$ cat src/sv/mbu_pdiv.sv
// ============================================================================
// mbu_pdiv: pipelined restoring divider
// One quotient bit per register stage, several lanes sharing one valid bit,
// with a side word that travels alongside. The dividend must be below
// divisor * 2**QW.
// ============================================================================
module mbu_pdiv #(
    parameter int DW    = 16,
    parameter int SW    = 8,
    parameter int QW    = 16,
    parameter int LANES = 1,
    parameter int PW    = 1
) (
    input  logic                       i_clk,
    input  logic                       i_rst_n,
    input  logic                       i_en,
    input  logic                       i_vld,
    input  logic [LANES-1:0][DW-1:0]   i_dividend,
    input  logic [LANES-1:0][SW-1:0]   i_divisor,
    input  logic [PW-1:0]              i_side,
    output logic                       o_vld,
    output logic [LANES-1:0][QW-1:0]   o_quot,
    output logic [PW-1:0]              o_side
);

    localparam int CW = (DW > SW + QW) ? DW : SW + QW;

    logic                     r_vld  [QW];
    logic [LANES-1:0][DW-1:0] r_rem  [QW];
    logic [LANES-1:0][SW-1:0] r_dsr  [QW];
    logic [LANES-1:0][QW-1:0] r_quo  [QW];
    logic [PW-1:0]            r_side [QW];

    for (genvar k = 0; k < QW; k++) begin : g_stage
        localparam int B = QW - 1 - k;

        logic                     vld_in;
        logic [LANES-1:0][DW-1:0] rem_in;
        logic [LANES-1:0][SW-1:0] dsr_in;
        logic [LANES-1:0][QW-1:0] quo_in;
        logic [PW-1:0]            side_in;
        logic [LANES-1:0][DW-1:0] n_rem;
        logic [LANES-1:0][QW-1:0] n_quo;

        if (k == 0) begin : g_head
            assign vld_in  = i_vld;
            assign rem_in  = i_dividend;
            assign dsr_in  = i_divisor;
            assign quo_in  = '0;
            assign side_in = i_side;
        end else begin : g_body
            assign vld_in  = r_vld[k-1];
            assign rem_in  = r_rem[k-1];
            assign dsr_in  = r_dsr[k-1];
            assign quo_in  = r_quo[k-1];
            assign side_in = r_side[k-1];
        end

        // Trial subtraction of the shifted divisor decides one quotient bit.
        always_comb begin
            n_rem = rem_in;
            n_quo = quo_in;
            for (int l = 0; l < LANES; l++) begin
                if (CW'(rem_in[l]) >= (CW'(dsr_in[l]) << B)) begin
                    n_rem[l]    = DW'(CW'(rem_in[l]) - (CW'(dsr_in[l]) << B));
                    n_quo[l][B] = 1'b1;
                end
            end
        end

        // Stage valid bit.
        always_ff @(posedge i_clk) begin
            if (!i_rst_n) begin
                r_vld[k] <= 1'b0;
            end else if (i_en) begin
                r_vld[k] <= vld_in;
            end
        end

        // Stage payload.
        always_ff @(posedge i_clk) begin
            if (i_en) begin
                r_rem[k]  <= n_rem;
                r_dsr[k]  <= dsr_in;
                r_quo[k]  <= n_quo;
                r_side[k] <= side_in;
            end
        end
    end

    assign o_vld  = r_vld[QW-1];
    assign o_quot = r_quo[QW-1];
    assign o_side = r_side[QW-1];

endmodule

$ cat config.mk
export PLATFORM = sky130hd
export DESIGN_NAME = mbu_pdiv
export DESIGN_NICKNAME = d
export VERILOG_FILES = /design/src/sv/mbu_pdiv.sv
export SDC_FILE = /design/constraint.sdc
export NUM_CORES = 1
export LEC_CHECK = 0
export ABC_AREA = 1
export BUFFER_PORTS_ARGS = -buffer_cell sky130_fd_sc_hd__buf_4
export CAP_MARGIN = 5
export CORE_MARGIN = 4
export CORE_UTILIZATION = 57
export CTS_CLUSTER_DIAMETER = 60
export DETAILED_ROUTE_END_ITERATION = 6
export PLACE_DENSITY = 0.76
export SLEW_MARGIN = 25
export SYNTH_ARGS = -nofsm -noshare
export SYNTH_HDL_FRONTEND = slang
export SYNTH_SLANG_ARGS = --single-unit
$ cat constraint.sdc
create_clock -name i_clk -period 1.8 [get_ports i_clk]
set_input_delay 0.54 -clock i_clk [delete_from_list [all_inputs] [get_ports i_clk]]
set_output_delay 0.54 -clock i_clk [all_outputs]
set_load 0.01 [all_outputs]
==> run metrics <==
distinct cell type count after synthesis 42; pwr dens roughly 1300 nW/µm²; Clk pin slew, worst setup/hold paths 0.06 ns; clk sink count 528; register area 15850 µm²; Clock power frac 27.9%; Internal Power around 28 mW; Syn-to-layout area delta 37.38%; clock root cell clkbuf_16; 1st-iter DRT viols approximately 1300; half-perimeter wire length after placement 33.97 mm; I/O Pins 47; highest clock rate 0.4997 GHz; crit path launch r_dsr[0][57]$_DFFE_PP_; post-layout utilization of the core 79.88%; clk buf depth 3; violated checks negative setup slack; sw power roughly 13 mW; nets roughly 2800; initial antenna violation count 0; P_leak between 10 and 15 nW; port buffer count 46; Detail Route Antenna Nets 0; Worst-Margin Slew 0.4554 ns; Tcrit/Tclk final 111.2%; Main synth FF type edfxtp_1; RSZ-0062 raised after global routing yes; Hold Violations, Final 0; max cap viols 0; DR DRC count 0; die width 212.8 µm; switching share of power 31.85%; clock latency on the worst-skew pair 0.63 ns; Routed WL 58.45 mm; area of the multi-input gates 9159 µm²; status complete, but fails checks; DP Worst Slack -0.2484 ns; Data required, critical path 2.14 ns; proportion of power drawn by flip-flops and latches 39.4%; Final min period approximately 2.0 ns; FF+latch count, synth between 500 and 600; Initial Utilization between 50% and 60%; Slew headroom 69.57%; Syn Inst Count 2119; Post-synth EDFFs 527; final worst slack -0.2011 ns; worst-path fanout max 3; via count 17490; YS warnings 0; Final setup violation count 113; mean cell area of the mapped netlist 11.28 µm²; CP Launch Type register; Clock Skew 0.04678 ns; core area a little over 40000 µm²; Synth async-reset ratio 0%; Via-to-Cell Ratio 5.425; Slew Viols, Final 0; maximum vdd ir drop 0.9519 mV; Antenna diodes 0; critical path type reg -> reg; pin count of the biggest net entering global routing between 60 and 70; share of cells above drive strength 1 41.42%; H-Tree Level Count 2; First-pass DRT Iterations 5; Hold Crit Class in -> reg; CTS tree done; Hold Startpoint i_side; Num CTS Buffers 54; Die Area 45280 µm²; flop2flop setup slack -0.20 ns; Gate power share around a third; Setup crit end kind register; register area share after synthesis 66.29%; row cnt 74; fillers 2141; worst flop-to-flop path startpoint r_dsr[0][57]$_DFFE_PP_; DR WL/cell 18.13 µm; overall global routing resource usage 22.53%; routability cong. 0.8827; CP arrival 2.34 ns; first-pass GRT wire length 81.86 mm; Post-Syn Nets 2262; Mapped Area approximately 24000 µm²; Die Span Y 212.8 µm; GRT overflow 0; number of global-route vias before repair about 17000
-- state kept, by name, summed over array words and instances, names as in the netlist --
signal,count
r_rem,240
r_vld,16
r_dsr,120
r_quo,136
r_side,16
-- final timing paths --
kind,endpoint,cells after the start
max,r_rem[1][14]$_DFFE_PP_,9
min,r_side[0]$_DFFE_PP_,1
max reg2reg,r_rem[1][14]$_DFFE_PP_,9
min reg2reg,r_quo[14][15]$_DFFE_PP_,0
-- synth_stat cells (all sizes together) (2+ instances only) --
cell      n  share of area, %
edfxtp  527                66
nand3b   12              0.38
nor4      6              0.16
or2      11              0.29
fa       14               1.2
nand3   132               3.0
nor2    181               3.0
xnor2    13              0.48
nand2   590               9.5
ha      100               5.2
a21oi    64               1.5
a21o      2             0.063
o21a      2             0.063
buf       7              0.31
nand4    26              0.71
nor3     19              0.47
xor2     29               1.1
inv     332               5.2
o21ai    43              0.96
o21bai    2             0.063
-- critical path, stage by stage, from the launching register on --
cell and delay (ns):
edfxtp_1 0.43, inv_1 0.07, ha_2 0.32, nand2_1 0.11, o21ai_1 0.26, nand2_1 0.15
nand3_1 0.11, nand2_1 0.09, nand2_2 0.09, nand2_2 0.07
-- repair_timing --
action,4_1_cts,5_1_grt
endpoints found under the setup margin,123,130
gates cloned,5,2
pin swaps,126,186
hold buffers,0,0
buffers inserted,61,61
gates resized for setup,286,380
-- cell usage in the layout, fill, tap and decap left out, types with 29 or more instances in the layout --
cell	count
inv_1	252
nand2_1	381
nand2_4	47
a21oi_1	29
edfxtp_1	527
nand3_1	76
ha_1	33
nand2_2	162
inv_2	70
buf_6	46
ha_4	58
nand3_2	42
clkbuf_16	55
buf_4	407
nor2_1	138
-- layout make-up --
cell class	instances	share of cell area, %
Inverter	332	3.909
Clock buffer	58	4.161
Timing Repair Buffer	475	12.19
Timing Repair inverter	1	0.02667
Sequential cell	528	48.25
Clock inverter	42	1.543
Multi-Input combinational cell	1256	27.89
Tap cell	532	2.027
-- cells by family after synthesis --
family / share of synthesized area [%]
AND/OR/NAND/NOR: 17.54
AO/OA/AOI/OAI: 2.685
XOR/XNOR: 1.539
adder cells (fa/ha/maj): 6.407
flip-flops: 66.29
buffers and inverters: 5.543
-- power by group through the flow --
stage | logic (mW) | clock network [mW] | registers [mW]
final | 13.6 | 11.7 | 16.5
after global routing | 14.7 | 12.4 | 16.6
after CTS | 10.8 | 11.8 | 16.3
after detailed placement | 9.18 | 0 | 16.5
after global placement | 8.95 | 0 | 16.4
after floorplan | 5.35 | 0 | 16.1
-- routing by layer --
| layer | track usage, % | share of wire [%] | up-vias |
|---|---|---|---|
| met2 | 41.15 | 53 | 729 |
| met1 | 26.87 | 37 | 8378 |
| li1 | - | - | 8174 |
| met5 | 0 | 0 | - |
| met3 | 3.659 | 5.3 | 209 |
| met4 | 8.663 | 4.8 | 0 |
-- metrics by stage --
stage / hold slack (ns) / instance area (µm²) / total power [mW] / setup TNS [ns] / cells
6_report: 0.09975 / 32840 / 41.77 / -11.47 / 3224
2_1_floorplan: 0.4003 / 23960 / 21.44 / -0.2218 / 2119
5_1_grt: 0.06776 / 32840 / 43.65 / -17.43 / 3224
3_3_place_gp: 0.4007 / 27410 / 25.39 / -10.49 / 2999
4_1_cts: 0.06755 / 30980 / 38.90 / -2.738 / 3164
3_5_place_dp: 0.4045 / 27410 / 25.66 / -15.06 / 2999
No activity file was read; power rests on OpenSTA's default activity.
