<file path="src/sv/mbu_pkg.sv">
// ============================================================================
// mbu_pkg: shared types and constants of the masked bilinear upsampler
// Configuration register indexes, the configuration snapshot and a helper.
// ============================================================================
package mbu_pkg;

    // Fixed field widths
    localparam int POS_W     = 16;
    localparam int FACTOR_W  = 8;
    localparam int CFG_IDX_W = 2;
    localparam int CFG_DAT_W = 16;

    // Register indexes of the configuration channel
    typedef enum logic [CFG_IDX_W-1:0] {
        CFG_AVG_FACTOR  = 2'd0,
        CFG_SRC_MAX_ROW = 2'd1,
        CFG_SRC_MAX_COL = 2'd2
    } t_cfg_idx;

    // Configuration registers as seen by the datapath
    typedef struct packed {
        logic [FACTOR_W-1:0] avg_factor;
        logic [POS_W-1:0]    max_row;
        logic [POS_W-1:0]    max_col;
    } t_cfg;

    // A factor of zero behaves as a factor of one.
    function automatic logic [FACTOR_W-1:0] eff_factor(input logic [FACTOR_W-1:0] af);
        eff_factor = (af == '0) ? FACTOR_W'(1) : af;
    endfunction

endpackage

</file>
<file path="src/sv/mbu_locate.sv">
// ============================================================================
// mbu_locate: source cell clamp and weight numerators
// Clamps the top-left source index, forms the doubled weight numerator and
// prepares the operands of the weight quantizing division, per row and column.
// ============================================================================
module mbu_locate #(
    parameter int F  = 16,
    parameter int PW = 1
) (
    input  logic                  i_clk,
    input  logic                  i_rst_n,
    input  logic                  i_en,
    input  logic                  i_vld,
    input  mbu_pkg::t_cfg         i_cfg,
    input  logic [1:0][15:0]      i_quot,
    input  logic [1:0][15:0]      i_pos,
    input  logic [PW-1:0]         i_side,
    output logic                  o_vld,
    output logic [1:0][15:0]      o_idx,
    output logic [1:0][F+8:0]     o_dividend,
    output logic [1:0][8:0]       o_divisor,
    output logic [1:0]            o_zero,
    output logic [1:0]            o_full,
    output logic [1:0]            o_far,
    output logic [PW-1:0]         o_side
);

    logic [7:0]  a;
    logic [1:0][15:0] top;

    logic                   r_b1_vld, r_b2_vld, r_b3_vld;
    logic [1:0][15:0]       r_b1_idx, r_b1_pos, r_b2_idx, r_b3_idx;
    logic [PW-1:0]          r_b1_side, r_b2_side, r_b3_side;
    logic signed [19:0]     r_b2_num [2];
    logic [1:0][F+8:0]      r_b3_dividend;
    logic [1:0][8:0]        r_b3_divisor;
    logic [1:0]             r_b3_zero, r_b3_full, r_b3_far;

    logic [1:0][15:0]       n_b1_idx;
    logic signed [19:0]     n_b2_num [2];
    logic [1:0][23:0]       prod;
    logic [1:0][F+8:0]      n_b3_dividend;
    logic [1:0]             n_b3_zero, n_b3_full, n_b3_far;

    assign a = mbu_pkg::eff_factor(i_cfg.avg_factor);

    // Largest allowed top index, so the lower and right neighbors exist.
    assign top[0] = (i_cfg.max_row == '0) ? 16'd0 : i_cfg.max_row - 16'd1;
    assign top[1] = (i_cfg.max_col == '0) ? 16'd0 : i_cfg.max_col - 16'd1;

    // First stage: clamp the index.
    always_comb begin
        for (int l = 0; l < 2; l++) begin
            n_b1_idx[l] = (i_quot[l] > top[l]) ? top[l] : i_quot[l];
        end
    end

    // Second stage: doubled numerator 2*pos + 1 - 2*idx*A - A.
    always_comb begin
        for (int l = 0; l < 2; l++) begin
            prod[l]     = 24'(r_b1_idx[l]) * 24'(a);
            n_b2_num[l] = $signed({3'b000, r_b1_pos[l], 1'b1})
                        - $signed({3'b000, prod[l][15:0], 1'b0})
                        - $signed({12'd0, a});
        end
    end

    // Third stage: saturation flags and the quantizing division operands.
    always_comb begin
        for (int l = 0; l < 2; l++) begin
            n_b3_zero[l] = (r_b2_num[l] <= 20'sd0);
            n_b3_full[l] = (r_b2_num[l] >= $signed({11'd0, a, 1'b0}));
            n_b3_far[l]  = (r_b2_num[l] > $signed({12'd0, a}));
            if (n_b3_zero[l] || n_b3_full[l]) begin
                n_b3_dividend[l] = '0;
            end else begin
                n_b3_dividend[l] = {r_b2_num[l][8:0], {F{1'b0}}} + (F+9)'(a);
            end
        end
    end

    // Valid bits of the three stages.
    always_ff @(posedge i_clk) begin
        if (!i_rst_n) begin
            r_b1_vld <= 1'b0;
            r_b2_vld <= 1'b0;
            r_b3_vld <= 1'b0;
        end else if (i_en) begin
            r_b1_vld <= i_vld;
            r_b2_vld <= r_b1_vld;
            r_b3_vld <= r_b2_vld;
        end
    end

    // Stage payloads.
    always_ff @(posedge i_clk) begin
        if (i_en) begin
            r_b1_idx      <= n_b1_idx;
            r_b1_pos      <= i_pos;
            r_b1_side     <= i_side;
            r_b2_idx      <= r_b1_idx;
            r_b2_num      <= n_b2_num;
            r_b2_side     <= r_b1_side;
            r_b3_idx      <= r_b2_idx;
            r_b3_dividend <= n_b3_dividend;
            r_b3_divisor  <= {{a, 1'b0}, {a, 1'b0}};
            r_b3_zero     <= n_b3_zero;
            r_b3_full     <= n_b3_full;
            r_b3_far      <= n_b3_far;
            r_b3_side     <= r_b2_side;
        end
    end

    assign o_vld      = r_b3_vld;
    assign o_idx      = r_b3_idx;
    assign o_dividend = r_b3_dividend;
    assign o_divisor  = r_b3_divisor;
    assign o_zero     = r_b3_zero;
    assign o_full     = r_b3_full;
    assign o_far      = r_b3_far;
    assign o_side     = r_b3_side;

endmodule

</file>
<file path="config.mk">
export PLATFORM = sky130hd
export DESIGN_NAME = mbu_locate
export DESIGN_NICKNAME = d
export VERILOG_FILES = /design/src/sv/mbu_pkg.sv /design/src/sv/mbu_locate.sv
export SDC_FILE = /design/constraint.sdc
export NUM_CORES = 1
export LEC_CHECK = 0
export BUFFER_PORTS_ARGS = -buffer_cell sky130_fd_sc_hd__buf_2
export CORE_MARGIN = 2
export CORE_UTILIZATION = 54
export DETAILED_ROUTE_END_ITERATION = 12
export PLACE_DENSITY_LB_ADDON = 0.15
export SLEW_MARGIN = 20
export SYNTH_ARGS = -nofsm -noshare
export SYNTH_HDL_FRONTEND = slang
export SYNTH_SLANG_ARGS = --single-unit
</file>
<file path="constraint.sdc">
create_clock -name i_clk -period 7.5 [get_ports i_clk]
set_input_delay 1.5 -clock i_clk [delete_from_list [all_inputs] [get_ports i_clk]]
set_output_delay 1.5 -clock i_clk [all_outputs]
set_load 0.1 [all_outputs]
</file>
==> results.txt, run 1 <==
- Run status: completed
- TritonCTS built the clock tree.
* Critical Path Sink Type: flip-flop
- The floorplan step defined a die boundary enclosing roughly 0.034 mm².
* Number of cells upsized or downsized after cts: 0
- Portion of synthesized cell area occupied by the leading cell type: 0.364
- Number of global-route vias before repair: ~12000
* Transition at the pin with the smallest max-transition slack: between 900 and 1000 ps
- Along the worst path, the maximum fanout reaches 14.
- The min-delay analysis places its worst path in the category reg -> reg.
- The first global-routing pass estimated approximately 60000 µm of wire.
- HPWL after DPL: ~29000 µm
* Total Routing Usage GR: 0.218
* Synthesis-to-finish area growth: 14.6%
- The detailed router finished its first iteration with 498 violations.
* Antenna violation net count after detailed routing: 0
* Num CTS Buffers: 24
- Cell at the root of the clock tree: clkbuf_16
- Headroom to the max-slew limit: 0.346
* Port Buffer Count: just under 200
* R2r endpoint: r_b2_num[36]$_DFFE_PP_
- STA puts the critical path data arrival time at about 7400 ps.
- The repair_antennas step left the layout with diodes totalling 0.
- In this run the number of H-tree levels came out at 1.
- Number of flops mapped to enable cells by yosys: around 220
* Final global-route overflow total: 0
* Worst Skew: approximately 7.4 ps
- Count of unresolved DRC violations after routing: 0
- The first TritonRoute pass finished after 5 iterations.
- Cell taking the most area after synthesis: edfxtp_1
- The die is around 190 µm tall.
- In this run the deepest clock path goes through 3 buffers.
- Counting flops and latches in the post-synthesis netlist gives about 220.
- The final route contains roughly 12000 vias.
- Routability-driven placement finished with a final weighted congestion of 0.872.
- In the final layout, the share of cells above drive strength 1 is 0.183.
- After clock tree synthesis, the setup repair step added 0 buffers.
- Averaged over all synthesized cells, the footprint is approximately 11 µm².
* Worst setup endpoint: r_b2_num[36]$_DFFE_PP_
* Cts hold-fix bufs: 0
- Using the TritonRoute via totals, the vias-per-cell ratio works out to between 5 and 6.
- During I/O placement, the number of pins put on the boundary was 217.
* Path depth of the worst reg2reg path: 23
- Hold Violations, Final: 0
- The total count of max-transition violations in the final report is 0.
* Critical path start-end classification: in -> reg
* Number of failing setup endpoints in the final timing report: 0
* Proportion of register bits with asynchronous set or reset after synthesis: 0
- Launching element type of the critical path: primary input
- Startpoint of the most critical register-to-register path: r_b1_idx[3]$_DFFE_PP_
- Reg-to-reg slack, setup: around 1000 ps
- For this run, the leading register cell type out of synthesis is edfxtp_1.
- On the final layout, the worst hold slack is between 400 and 500 ps.
* Net count, final: 2299
- Syn Std Cell Area: ~0.018 mm²
- After technology mapping, the gate count stands at 1657.
* Number of distinct library cells after synthesis: 69
- Fill cells in the final layout number 2727.
* Sinks on the clock net: about 220
- Pin count of the biggest net entering global routing: 88
- For this configuration, the core starts out at a cell density of 0.547.
- Die X: around 190 µm
* Sum of routed wire length over all layers: 36900 µm
- The Yosys step of the flow raised 0 warnings.
* Maximum clock frequency: 141 MHz
* Critical path startpoint: i_cfg[34]
- Setup repair after global routing left no endpoint under its margin.
- Std-Cell Rows: 66
- Final cycle utilization of the critical path: 0.946
* Core area: ~0.033 mm²
* Max-cap viol count: 0
* Top cells by area in the synthesized netlist: edfxtp_1 (36%), fa_1 (14%), ha_1 (11%), and2_1 (6.4%), inv_1 (4.6%)
* Clock insertion delay at the later pin of the skew report: between 500 and 600 ps
- Of the synthesized area, sequential elements account for 0.368.
* Post-detailed-route wirelength per cell: roughly 16 µm
* Number of antenna violations at the first check in global routing: 1
- At the worst endpoint, the required time is 7770 ps.
* Clk slew on worst S/H paths: about 60 ps
- The worst path needs just over 7000 ps of the cycle, external delays included.
-- critical path, stage by stage --
cell      delay (ps)
buf_2            110
buf_4            190
buf_4            160
and2_1           130
ha_1             220
fa_1             500
ha_1             300
inv_1             50
fa_1             520
inv_1             60
fa_1             440
a21o_1           170
a21oi_1          210
nor2b_1           70
o21a_1           180
o311a_1          310
o21a_1           180
or2_2            310
ha_1             350
nand2_1          120
nor2b_1          140
a31oi_1          130
o21ai_0          290
xor2_1           290
and4bb_1         280
xnor2_1          120
-- stage by stage --
step,cells,instance area (µm²),setup TNS (ps),utilization,setup slack [ps]
2_1_floorplan,1674,17900,0,-,6.80
3_3_place_gp,2323,19700,-4.39,0.605,-4.39
3_5_place_dp,2323,19700,-865,0.605,-178
4_1_cts,2363,20400,0,0.627,338
5_1_grt,2363,20400,0,0.628,39.4
6_report,2363,20400,0,0.628,403
-- how the worst min path moves through the flow --
stage,slack [ps],cells after the start,startpoint,end
after global placement,400,0,r_b2_idx[16]$_DFFE_PP_,o_idx[16]$_DFFE_PP_
final,410,0,r_b2_idx[4]$_DFFE_PP_,o_idx[4]$_DFFE_PP_
after CTS,410,0,r_b2_idx[4]$_DFFE_PP_,o_idx[4]$_DFFE_PP_
after detailed placement,400,0,r_b2_idx[29]$_DFFE_PP_,o_idx[29]$_DFFE_PP_
after floorplan,400,0,r_b2_idx[0]$_DFFE_PP_,o_idx[0]$_DFFE_PP_
after global routing,430,0,r_b2_idx[1]$_DFFE_PP_,o_idx[1]$_DFFE_PP_
-- synthesized netlist by cell type, types with 33 or more instances --
| library cell | instances |
|---|---|
| a21oi_1 | 43 |
| and2_1 | 182 |
| clkbuf_1 | 38 |
| edfxtp_1 | 216 |
| fa_1 | 124 |
| ha_1 | 159 |
| inv_1 | 218 |
| mux2i_1 | 37 |
| nand2_1 | 99 |
| nor2_1 | 63 |
| nor2b_1 | 33 |
| o21a_1 | 38 |
| xnor2_1 | 72 |
| xor2_1 | 40 |
-- cell usage in the layout (no fill, tap or decap), drive strengths merged, types with 30 or more instances in the layout --
cell type  instances
o21ai             33
nor2              64
xor2              40
mux2i             37
nor2b             34
fa               124
inv              219
ha               159
edfxtp           216
buf              274
a21oi             43
nor3              30
xnor2             73
o21a              38
nand2             99
and2             182
-- state kept, by name, summed over array words and instances (netlist names), 8 cells and up --
register    count
r_b1_idx       32
o_dividend     34
o_divisor       8
r_b1_pos       32
o_idx          32
r_b2_idx       32
r_b2_num       37
-- metal layers --
metal / wire [µm] / vias up / global-route usage
li1: - / 6043 / -
met1: 16000 / 5868 / 0.280
met2: 17500 / 309 / 0.373
met3: 2130 / 82 / 0.0346
met4: 1250 / 0 / 0.0809
met5: 0 / - / 0
-- logic make-up (layout without fill, tap and decap cells) --
family	count (synthesis)	count (layout)	synth area share
AOI/OAI and AO/OA	193	193	0.0744
xor gates and xnor gates	113	113	0.0560
adders and majority gates	283	283	0.251
buffers and inverters	285	532	0.0671
DFF	219	219	0.368
muxes	39	39	0.0221
other	1	18	0.000211
and+or+nand+nor	524	524	0.162
-- area by class of cell --
type                       instances  area [µm²]  area share
sequential                       219        6550       0.321
inverter                         218         818      0.0401
clock buffer                      28         637      0.0312
tap                              442         553      0.0271
clock inverter                    12        88.8     0.00435
timing repair buffer             274        1630      0.0800
multi-input combinational       1170       10100       0.497
Power of run 1 is not shown: default switching activity piles up to over one toggle a cycle in this logic, so the estimate is an artifact.
==> run 2: changes to the inputs <==
- PLACE_DENSITY: default -> 0.78
- PLACE_DENSITY_LB_ADDON: 0.15 -> default
==> run 2 against run 1 <==
Effect of this change:
- routed wire length grew 1.8%
- sequential share of layout area is essentially flat
- register-to-register slack is essentially flat
- count of clock-buffer cells in the layout grew 1
- final cell count shrank 0.30%
- critical endpoint is now r_b2_num[37]$_DFFE_PP_
==> results.txt, run 2 (synthesized netlist as in run 1, its figures left out) <==
- Multi-input logic area: 0.0101 mm² (about the same)
- Clk slew on worst S/H paths: 60 ps (about the same)
- The layout overhead on the synthesized area came to 14.6% (about the same).
- Clock insertion delay at the later pin of the skew report: 520 ps (about the same)
* Startpoint of the most critical register-to-register path: r_b1_idx[3]$_DFFE_PP_
- Num CTS Buffers: 24 (unchanged)
* Placer congestion estimate: 0.886 (+1.6%)
* Headroom to the max-slew limit: 0.342 (-0.00402)
* Worst Skew: 9.08 ps (+1.64 ps)
- The maximum count of clock buffers along a single path is 3 (unchanged).
* Total Routing Usage GR: 0.220 (+0.00239)
- R2r endpoint: r_b2_num[37]$_DFFE_PP_
- The worst-path maximum fanout is 18 (+4).
- Most used routing layer in global routing: met2
* Post-detailed-route wirelength per cell: 16.0 µm (+2.1%)
- The total I/O pin count was 217 (unchanged).
- Pin count of the biggest net entering global routing: 80 (-9.1%)
- The worst hold margin is 417 ps (+3.67 ps).
- Tmin final: 7100 ps (+3.17 ps)
- The path class of the tightest hold or removal check is reg -> reg.
* H-Tree Level Count: 1 (unchanged)
- The worst path arrival time is 7350 ps (-20 ps).
- Ant. Diodes: 0 (unchanged)
- The detailed-route wire length is 37600 µm (+1.8%).
* Core area: 0.0325 mm² (unchanged)
* Count of placed standard cells including taps: 2312 (-0.47%)
- The total number of clock tree sinks came to 219 (unchanged).
- The y dimension of the die came to 186 µm (unchanged).
* Worst setup endpoint: r_b2_num[37]$_DFFE_PP_
- Met1 Resource Use GR: 0.283 (+0.00208)
- The number of nets in the layout was 2288 (-0.48%).
- The count of antenna-violating nets left after detailed routing was 0 (unchanged).
- The count of instances resized after the clock tree is built came to 0 (unchanged).
* Count of unresolved DRC violations after routing: 0 (unchanged)
* Number of iterations in the first detailed-routing pass: 5 (unchanged)
* Clock tree from TritonCTS: yes
- More flip-flops sit in one register than any other, and that register is r_b2_num.
* # fillers: 2668 (-2.2%)
- The final global-route overflow total is 0 (unchanged).
- The count of non-filler cells in the finished layout came to 2356 (-0.30%).
- First-pass GRT wire length: 60700 µm (+2.0%)
- Met3 track demand over resource in global routing: 0.0282 (-0.00646)
- Run status: completed
* Final cycle utilization of the critical path: 0.947 (about the same)
* Register area: 0.00655 mm² (unchanged)
- The data required time of the worst path is 7750 ps (-20 ps).
- Max-cap viol count: 0 (unchanged)
- Die Area: 0.0344 mm² (unchanged)
- Number of global-route vias before repair: 12700 (+3.1%)
- The final core utilization is 0.627 (about the same).
- The setup path with the least slack is of type in -> reg.
- Number of buffers added for setup after CTS: 0 (unchanged)
- Maximum clock frequency: 141 MHz (about the same)
* Initial Util: 0.547 (unchanged)
- The flop-to-flop setup slack came to 1040 ps (about the same).
* Flip-flop count of the largest register, all copies and words added: 37 (unchanged)
- Number of failing setup endpoints in the final timing report: 0 (unchanged)
- The number of buffers inserted by port buffering is 198 (unchanged).
* Most common library cell in the layout ignoring fill and taps: inv_1
- The top cell types in the final layout, fill and taps aside, are inv_1 (218), edfxtp_1 (216), buf_2 (197).
- HPWL after DPL: 29700 µm (+2.7%)
- The total via count in the routed design was 12500 (+1.4%).
- Via density per instance: 5.29 (+1.7%)
- The depth of the most critical reg-to-reg path was 23 (unchanged).
- The worst setup path is captured at a flip-flop.
- Std-Cell Rows: 66 (unchanged)
* Number of pins exceeding their max-slew limit in the final report: 0 (unchanged)
- Hold Violations, Final: 0 (unchanged)
- Ratio of cells with drive above 1 in the final layout: 0.180 (-0.00299)
- The most critical setup path has its startpoint at i_cfg[34].
- Cell at the root of the clock tree: clkbuf_16
* Launching element type of the critical path: primary input
- Met2 routing resource usage after global routing: 0.395 (+0.0222)
- Unrepaired setup endpoints after global routing: no
- Die X: 186 µm (unchanged)
- The violation count after the first detailed-routing iteration was 507 (+1.8%).
- Transition at the pin with the smallest max-transition slack: 984 ps (+6.02 ps)
- The total of hold buffers inserted after clock tree synthesis came to 0 (unchanged).
- The initial antenna violation count is 1 (unchanged).
[run 2: cell types whose count changed in the layout (fill, tap and decap cells not counted), sizes merged]
cell,before,now
buf,274,263
bufinv,1,4
clkbuf,28,29
clkinv,9,10
clkinvlp,1,0
[run 2: how the worst min path moves through the flow]
stage | end | slack (ps) | start | cells after the start
2_1_floorplan | o_idx[0]$_DFFE_PP_ | 400 | r_b2_idx[0]$_DFFE_PP_ | 0
3_3_place_gp | o_idx[16]$_DFFE_PP_ | 400 | r_b2_idx[16]$_DFFE_PP_ | 0
3_5_place_dp | o_idx[22]$_DFFE_PP_ | 400 | r_b2_idx[22]$_DFFE_PP_ | 0
4_1_cts | o_idx[22]$_DFFE_PP_ | 420 | r_b2_idx[22]$_DFFE_PP_ | 0
5_1_grt | o_idx[22]$_DFFE_PP_ | 420 | r_b2_idx[22]$_DFFE_PP_ | 0
6_report | o_idx[23]$_DFFE_PP_ | 420 | r_b2_idx[23]$_DFFE_PP_ | 0
[run 2: final cells by class]
| cell class | instances | area share |
|---|---|---|
| inverters | 218 | 0.0401 |
| multi-input cells | 1170 | 0.497 |
| repair buffers | 263 | 0.0748 |
| well taps | 442 | 0.0271 |
| clock buffers | 29 | 0.0319 |
| flip-flops and latches | 219 | 0.321 |
| clock inverters | 15 | 0.00858 |
[run 2: critical path, cell delays in order]
cell	delay [ps]
buf_2	150
nor4_1	280
a21o_1	210
buf_12	150
and2_1	150
fa_1	430
ha_1	300
inv_1	50
fa_1	520
inv_1	60
fa_1	430
a21o_1	170
a21oi_1	180
nor2b_1	70
o21a_1	180
o311a_1	310
o21a_1	180
or2_2	290
ha_1	320
a21oi_1	200
o21ai_0	130
a31oi_1	220
o21ai_0	180
xor2_1	190
nor4b_1	390
xnor2_1	110
[run 2: metal layers]
layer | routed length, µm | share of wire | up-vias
met5 | 0 | 0 | -
met4 | 935 | 0.025 | 0
met3 | 1940 | 0.052 | 70
met2 | 18700 | 0.50 | 366
met1 | 16100 | 0.43 | 6012
li1 | - | - | 6022
[run 2: metrics by stage]
| step | TNS, ps | setup WS [ps] | instance area, µm² |
|---|---|---|---|
| floorplan | 0 | 6.80 | 17900 |
| global placement | 0 | 48.8 | 19600 |
| detailed placement | -210 | -83.0 | 19600 |
| CTS | 0 | 431 | 20400 |
| global route | 0 | 120 | 20400 |
| finish | 0 | 399 | 20400 |
Power of run 2 is left out for the same reason.
